--- src/hw/rtl/arc_odometry_integrator_macros.svh ---
// ----------------------------------------------------------------------------
// Arc odometry integrator assertion macros
// Shared concurrent assertion forms for the integrator.
// ----------------------------------------------------------------------------
`ifndef ARC_ODOMETRY_INTEGRATOR_MACROS_SVH
`define ARC_ODOMETRY_INTEGRATOR_MACROS_SVH

// same-cycle implication
`define AOI_ASSERT_IMPL(lbl, ante, cons, msg) \
  lbl: assert property (@(posedge clk) disable iff (!rst_n) (ante) |-> (cons)) \
    else $error(msg);

// next-cycle implication
`define AOI_ASSERT_NEXT(lbl, ante, cons, msg) \
  lbl: assert property (@(posedge clk) disable iff (!rst_n) (ante) |=> (cons)) \
    else $error(msg);

`endif

--- src/hw/rtl/aoi_pkg.sv ---
// ----------------------------------------------------------------------------
// Arc odometry integrator package
// Beat types, constants, controller ops and the CORDIC arctangent table.
// ----------------------------------------------------------------------------
package aoi_pkg;

  localparam int CORDIC_STEPS = 18;
  localparam int DIV_STEPS    = 55;
  localparam int WIDTH_W      = 23;

  localparam logic [22:0] WIDTH_RESET = 23'd983040;
  localparam logic signed [34:0] DEG_TO_TURN = 35'sd11930465;
  localparam logic signed [34:0] RAD_INV_Q16 = 35'sd3754936;
  localparam logic signed [33:0] CORDIC_GAIN = 34'sd652032875;

  typedef struct packed {
    logic               cmd;
    logic signed [31:0] right_distance;
    logic signed [31:0] heading_deg;
  } in_t;

  typedef struct packed {
    logic signed [31:0] pos_x_out;
    logic signed [31:0] pos_y_out;
    logic               saturated;
  } out_t;

  typedef enum logic [4:0] {
    OP_NONE,
    OP_LOAD,
    OP_MUL_HALF,
    OP_MUL_LAST,
    OP_MUL_NUM,
    OP_DIV_INIT,
    OP_DIV_STEP,
    OP_RATIO,
    OP_COR_INIT_HALF,
    OP_COR_STEP,
    OP_COR_HALF_DONE,
    OP_MUL_LO,
    OP_MUL_HI,
    OP_CHORD,
    OP_COR_INIT_MID,
    OP_COR_MID_DONE,
    OP_MUL_X,
    OP_POS_X,
    OP_POS_Y,
    OP_OUT
  } op_t;

  typedef struct packed {
    op_t        op;
    logic [4:0] idx;
  } ctl_cmd_t;

  typedef struct packed {
    logic in_cmd;
    logic dh_zero;
  } ctl_sts_t;

  function automatic logic [29:0] atan_turns(input logic [4:0] i);
    logic [29:0] v;
    case (i)
      5'd0:  v = 30'd536870912;
      5'd1:  v = 30'd316933406;
      5'd2:  v = 30'd167458907;
      5'd3:  v = 30'd85004756;
      5'd4:  v = 30'd42667331;
      5'd5:  v = 30'd21354465;
      5'd6:  v = 30'd10679838;
      5'd7:  v = 30'd5340245;
      5'd8:  v = 30'd2670163;
      5'd9:  v = 30'd1335087;
      5'd10: v = 30'd667544;
      5'd11: v = 30'd333772;
      5'd12: v = 30'd166886;
      5'd13: v = 30'd83443;
      5'd14: v = 30'd41722;
      5'd15: v = 30'd20861;
      5'd16: v = 30'd10430;
      5'd17: v = 30'd5215;
      5'd18: v = 30'd2608;
      5'd19: v = 30'd1304;
      5'd20: v = 30'd652;
      5'd21: v = 30'd326;
      5'd22: v = 30'd163;
      5'd23: v = 30'd81;
      5'd24: v = 30'd41;
      5'd25: v = 30'd20;
      5'd26: v = 30'd10;
      5'd27: v = 30'd5;
      5'd28: v = 30'd3;
      5'd29: v = 30'd1;
      default: v = 30'd0;
    endcase
    return v;
  endfunction

endpackage

--- src/hw/rtl/aoi_ctrl.sv ---
// ----------------------------------------------------------------------------
// Arc odometry integrator controller
// Sequences the shared datapath through one update and owns both handshakes.
// ----------------------------------------------------------------------------
module aoi_ctrl (
  input  logic              clk,
  input  logic              rst_n,
  input  logic              in_valid,
  output logic              in_stall,
  output logic              out_valid,
  input  logic              out_stall,
  input  aoi_pkg::ctl_sts_t sts,
  output aoi_pkg::ctl_cmd_t cmd
);

  typedef enum logic [19:0] {
    S_IDLE   = 20'h00001,
    S_MHALF  = 20'h00002,
    S_MLAST  = 20'h00004,
    S_MNUM   = 20'h00008,
    S_DINIT  = 20'h00010,
    S_DIV    = 20'h00020,
    S_RATIO  = 20'h00040,
    S_CHINIT = 20'h00080,
    S_CHSTEP = 20'h00100,
    S_CHDONE = 20'h00200,
    S_MLO    = 20'h00400,
    S_MHI    = 20'h00800,
    S_CHORD  = 20'h01000,
    S_CMINIT = 20'h02000,
    S_CMSTEP = 20'h04000,
    S_CMDONE = 20'h08000,
    S_MX     = 20'h10000,
    S_MY     = 20'h20000,
    S_PY     = 20'h40000,
    S_FIN    = 20'h80000
  } state_t;

  state_t     state_r, state_nxt;
  logic [5:0] cnt_r, cnt_nxt;
  logic       out_valid_r, out_valid_nxt;

  always_comb begin
    state_nxt     = state_r;
    cnt_nxt       = cnt_r;
    out_valid_nxt = out_valid_r && out_stall;
    cmd.op        = aoi_pkg::OP_NONE;
    cmd.idx       = cnt_r[4:0];
    unique case (state_r)
      S_IDLE: begin
        if (in_valid) begin
          cmd.op    = aoi_pkg::OP_LOAD;
          state_nxt = sts.in_cmd ? S_FIN : S_MHALF;
        end
      end
      S_MHALF: begin
        cmd.op    = aoi_pkg::OP_MUL_HALF;
        state_nxt = S_MLAST;
      end
      S_MLAST: begin
        cmd.op    = aoi_pkg::OP_MUL_LAST;
        state_nxt = S_MNUM;
      end
      S_MNUM: begin
        cmd.op    = aoi_pkg::OP_MUL_NUM;
        state_nxt = sts.dh_zero ? S_CMINIT : S_DINIT;
      end
      S_DINIT: begin
        cmd.op    = aoi_pkg::OP_DIV_INIT;
        cnt_nxt   = '0;
        state_nxt = S_DIV;
      end
      S_DIV: begin
        cmd.op  = aoi_pkg::OP_DIV_STEP;
        cnt_nxt = cnt_r + 6'd1;
        if (cnt_r == 6'(aoi_pkg::DIV_STEPS - 1)) begin
          state_nxt = S_RATIO;
        end
      end
      S_RATIO: begin
        cmd.op    = aoi_pkg::OP_RATIO;
        state_nxt = S_CHINIT;
      end
      S_CHINIT: begin
        cmd.op    = aoi_pkg::OP_COR_INIT_HALF;
        cnt_nxt   = '0;
        state_nxt = S_CHSTEP;
      end
      S_CHSTEP: begin
        cmd.op  = aoi_pkg::OP_COR_STEP;
        cnt_nxt = cnt_r + 6'd1;
        if (cnt_r == 6'(aoi_pkg::CORDIC_STEPS - 1)) begin
          state_nxt = S_CHDONE;
        end
      end
      S_CHDONE: begin
        cmd.op    = aoi_pkg::OP_COR_HALF_DONE;
        state_nxt = S_MLO;
      end
      S_MLO: begin
        cmd.op    = aoi_pkg::OP_MUL_LO;
        state_nxt = S_MHI;
      end
      S_MHI: begin
        cmd.op    = aoi_pkg::OP_MUL_HI;
        state_nxt = S_CHORD;
      end
      S_CHORD: begin
        cmd.op    = aoi_pkg::OP_CHORD;
        state_nxt = S_CMINIT;
      end
      S_CMINIT: begin
        cmd.op    = aoi_pkg::OP_COR_INIT_MID;
        cnt_nxt   = '0;
        state_nxt = S_CMSTEP;
      end
      S_CMSTEP: begin
        cmd.op  = aoi_pkg::OP_COR_STEP;
        cnt_nxt = cnt_r + 6'd1;
        if (cnt_r == 6'(aoi_pkg::CORDIC_STEPS - 1)) begin
          state_nxt = S_CMDONE;
        end
      end
      S_CMDONE: begin
        cmd.op    = aoi_pkg::OP_COR_MID_DONE;
        state_nxt = S_MX;
      end
      S_MX: begin
        cmd.op    = aoi_pkg::OP_MUL_X;
        state_nxt = S_MY;
      end
      S_MY: begin
        cmd.op    = aoi_pkg::OP_POS_X;
        state_nxt = S_PY;
      end
      S_PY: begin
        cmd.op    = aoi_pkg::OP_POS_Y;
        state_nxt = S_FIN;
      end
      S_FIN: begin
        if (!out_valid_r || !out_stall) begin
          cmd.op        = aoi_pkg::OP_OUT;
          out_valid_nxt = 1'b1;
          state_nxt     = S_IDLE;
        end
      end
      default: begin
        state_nxt = S_IDLE;
      end
    endcase
  end

  always_ff @(posedge clk) begin
    if (!rst_n) begin
      state_r     <= S_IDLE;
      cnt_r       <= '0;
      out_valid_r <= 1'b0;
    end else begin
      state_r     <= state_nxt;
      cnt_r       <= cnt_nxt;
      out_valid_r <= out_valid_nxt;
    end
  end

  assign in_stall  = (state_r != S_IDLE);
  assign out_valid = out_valid_r;

endmodule

--- config.mk ---
export PLATFORM = sky130hd
export DESIGN_NAME = aoi_ctrl
export DESIGN_NICKNAME = d
export VERILOG_FILES = /design/src/hw/rtl/arc_odometry_integrator_macros.svh /design/src/hw/rtl/aoi_pkg.sv /design/src/hw/rtl/aoi_ctrl.sv
export SDC_FILE = /design/constraint.sdc
export NUM_CORES = 1
export LEC_CHECK = 0
export CAP_MARGIN = 20
export CORE_ASPECT_RATIO = 0.8
export CORE_MARGIN = 4
export CORE_UTILIZATION = 23
export DETAILED_ROUTE_END_ITERATION = 10
export DONT_BUFFER_PORTS = 1
export GPL_TIMING_DRIVEN = 1
export MAX_ROUTING_LAYER = met4
export PLACE_DENSITY = 0.45
export SLEW_MARGIN = 0
export SYNTH_ARGS = -nofsm -noshare
export SYNTH_HDL_FRONTEND = slang
export SYNTH_SLANG_ARGS = --single-unit
--- constraint.sdc ---
create_clock -name clk -period 3 [get_ports clk]
set_input_delay 0.45 -clock clk [delete_from_list [all_inputs] [get_ports clk]]
set_output_delay 0.45 -clock clk [all_outputs]
set_load 0.01 [all_outputs]
==> run summary <==
Met2 Wirelength -> 2110 um
Hold Fails Final Rpt -> 0
Area growth syn-to-layout -> 4.69%
CTS Root Cell -> clkbuf_8
Actual slew at the worst max-slew pin -> 535 ps
Top Ports -> 18
Async set-or-reset flop fraction in the synthesized netlist -> 0%
Core area -> 0.00706 mm2
Internal power -> 0.000491 W
Status -> finished clean
Full die area -> 0.00888 mm2
Number of synthesized flops with an enable pin -> 0
Cells along the critical path -> nor4_4 -> nand4_2 -> or4_4 -> a21boi_1 -> nand2_1
CTS buffer count -> 3
Crit-path slowest cell -> or4_4
CP max stage delay -> 550 ps
Crit-path leading delay family -> simple AND/OR/NAND/NOR gates
Final setup viols -> 0
I/O Buffers -> 0
Vias in the first global route -> 1378
Clk_lat worst skew -> 270 ps
Final setup skew -> 5.15 ps
Critical path type -> register to output port
Mapped Nets -> 212
Sink Count -> 27
Crit start category -> register
First-iteration detailed-routing DRC count -> 107
RSZ-0062 raised after global routing -> false
ANT cells -> 0
Via density -> 5.11
Routability cong. -> 0.804
Router iterations before antenna repair -> 4
CP Capture Type -> output port
Routed wire length -> 4520 um
Final period util -> 91.1%
Maximum root-to-sink buffer count -> 2
CP required -> 2550 ps
H-tree levels -> 1
Seq pwr share -> 54.6%
Top Metal Used -> met4
GRT overflow -> 0
Tightest Hold Check Type -> input pin to register
Post-CTS resize count -> 0
Post-synthesis sequential area ratio -> 31.6%
Yosys warns -> 0
Worst vdd ir -> 0.158 mV
Clock Pin Slew Worst Setup and Hold Paths -> 100 ps
Worst Path Max Fanout -> 9
Die Wd -> 104 um
Wire per inst -> 15.9 um
WP buf/inv -> 0
Tmin final -> 2730 ps
Final slew viol count -> 0
Switching share of power -> 27.5%
TritonCTS clock tree -> built
DR WL met3 -> 151 um
Hold-fix buffers, CTS -> 0
Area of the mapped netlist -> 0.00171 mm2
Fin worst setup slack -> 266 ps
Largest net degree at the start of global routing -> 15
Max Cap Violations -> 0
DRT met1 WL -> 2220 um
Post-route ant nets -> 0
Drc violations -> 0
HPWL after DPL -> 3390 um
Total vias in the final route -> 1452
Syn Inst Count -> 203
Slew HR -> 64.0%
Row count -> 27
Die Span Y -> 85.1 um
Pre-CTS setup slack -> 628 ps
Synthesized area per cell -> 8.42 um2
Initial core utilization -> 24.2%
CP arrival -> 2280 ps
Setup TNS -> 0 ps
Post-synthesis sequential element count -> 27
Max Clock Freq -> 366 MHz
PwrDens -> 378 mW/mm2
Net count of the finished layout -> 207
LEAKAGE -> 0.705 nW
Post-CTS setup repair buffer count -> 0
Total track usage -> 10.6%
Top_reg_cell synth -> dfxtp_1
Layout cells sized above 1 -> 10.2%
Synth unique cells -> 55
Initial antenna violation count -> 0
First-pass GRT wire length -> 7360 um
Logic pwr share -> 13.7%
Clock share of power -> 31.7%
Net switching power -> 0.000186 W
## path summary, 6_finish.rpt
check,start,cells after the start,end,slack (ps)
min reg2reg,state_r[1]$_SDFFE_PN0P_,2,state_r[2]$_SDFFE_PN0P_,550
min,sts[0],1,state_r[4]$_SDFFE_PN0P_,240
max reg2reg,state_r[1]$_SDFFE_PN0P_,6,cnt_r[5]$_SDFFE_PN0P_,690
max,state_r[12]$_SDFFE_PN0P_,5,cmd[7],270
## placed cells by master, fill, tap and decap left out, types with 4 or more instances in the layout
cell type and instances:
dfxtp_1 27, nor2_1 23, nand2_1 18, nor3_1 12, a21oi_1 12, nand3_1 12
inv_1 8, or3_1 6, nor4b_1 5, nor4_4 4, xor2_1 4, and4_1 4
o21ai_0 4
## sequential cells by signal, summed over array words and instances, names as in the netlist
register	cells
state_r	20
out_valid	1
cnt_r	6
## routing by layer
layer / GRT usage, % / vias up
met5: - / -
met4: 3.26 / 0
li1: - / 729
met2: 16.8 / 27
met3: 1.90 / 2
met1: 13.7 / 694
## power groups by stage
stage               clock network [W]  registers [W]  logic [W]
finish                       0.000215       0.000369  0.0000929
global route                 0.000234       0.000371   0.000102
CTS                          0.000223       0.000369  0.0000918
detailed placement                  0       0.000377  0.0000917
global placement                    0       0.000377  0.0000936
floorplan                           0       0.000376  0.0000730
## cell families (layout without fill, tap and decap cells)
kind of cell	after synthesis	in the layout	synth area share [%]
fa+ha+maj	3	3	2.20
buf+inv	19	13	6.30
compound gates	29	29	11.9
xor+xnor	7	7	3.59
simple gates	117	117	43.6
flops	27	27	31.6
mux	1	1	0.878
## metrics by stage
step | total power [W] | util [%] | hold slack, ps | std cells | instance area (um2)
after floorplan | 0.000449 | - | 500 | 203 | 1710
after detailed placement | 0.000469 | 24.7 | 531 | 280 | 1740
after global placement | 0.000471 | 24.7 | 523 | 280 | 1740
after global routing | 0.000707 | 25.3 | 229 | 284 | 1790
final | 0.000677 | 25.3 | 236 | 284 | 1790
after CTS | 0.000684 | 25.3 | 227 | 284 | 1790
## area by class of cell
cell class,count,area [um2]
fillers,742,5270
flip-flops and latches,27,541
clock buffers,4,45.0
well taps,87,109
multi-input cells,157,1060
inverters,9,33.8
## Yosys cell counts (all sizes together), types with 4 or more instances
master | count | area share (%)
and4 | 5 | 2.6
dfxtp | 27 | 32
nor4 | 6 | 6.1
a21oi | 12 | 3.5
inv | 8 | 1.8
nor3 | 12 | 3.5
o21ai | 4 | 1.2
or3 | 6 | 2.2
buf | 10 | 4.3
nor2 | 24 | 5.4
nand2 | 18 | 4.0
xor2 | 4 | 2.0
nand3 | 13 | 4.1
nor4b | 6 | 3.4
## worst reg2reg max path, stage by stage (launching register included)
cell      delay [ps]
dfxtp_1          370
nor4_2           530
and4_2           390
nand4b_1         270
nand3_1          330
nor3_1            80
o31a_1           240
No activity file was read; power rests on OpenSTA's default activity.
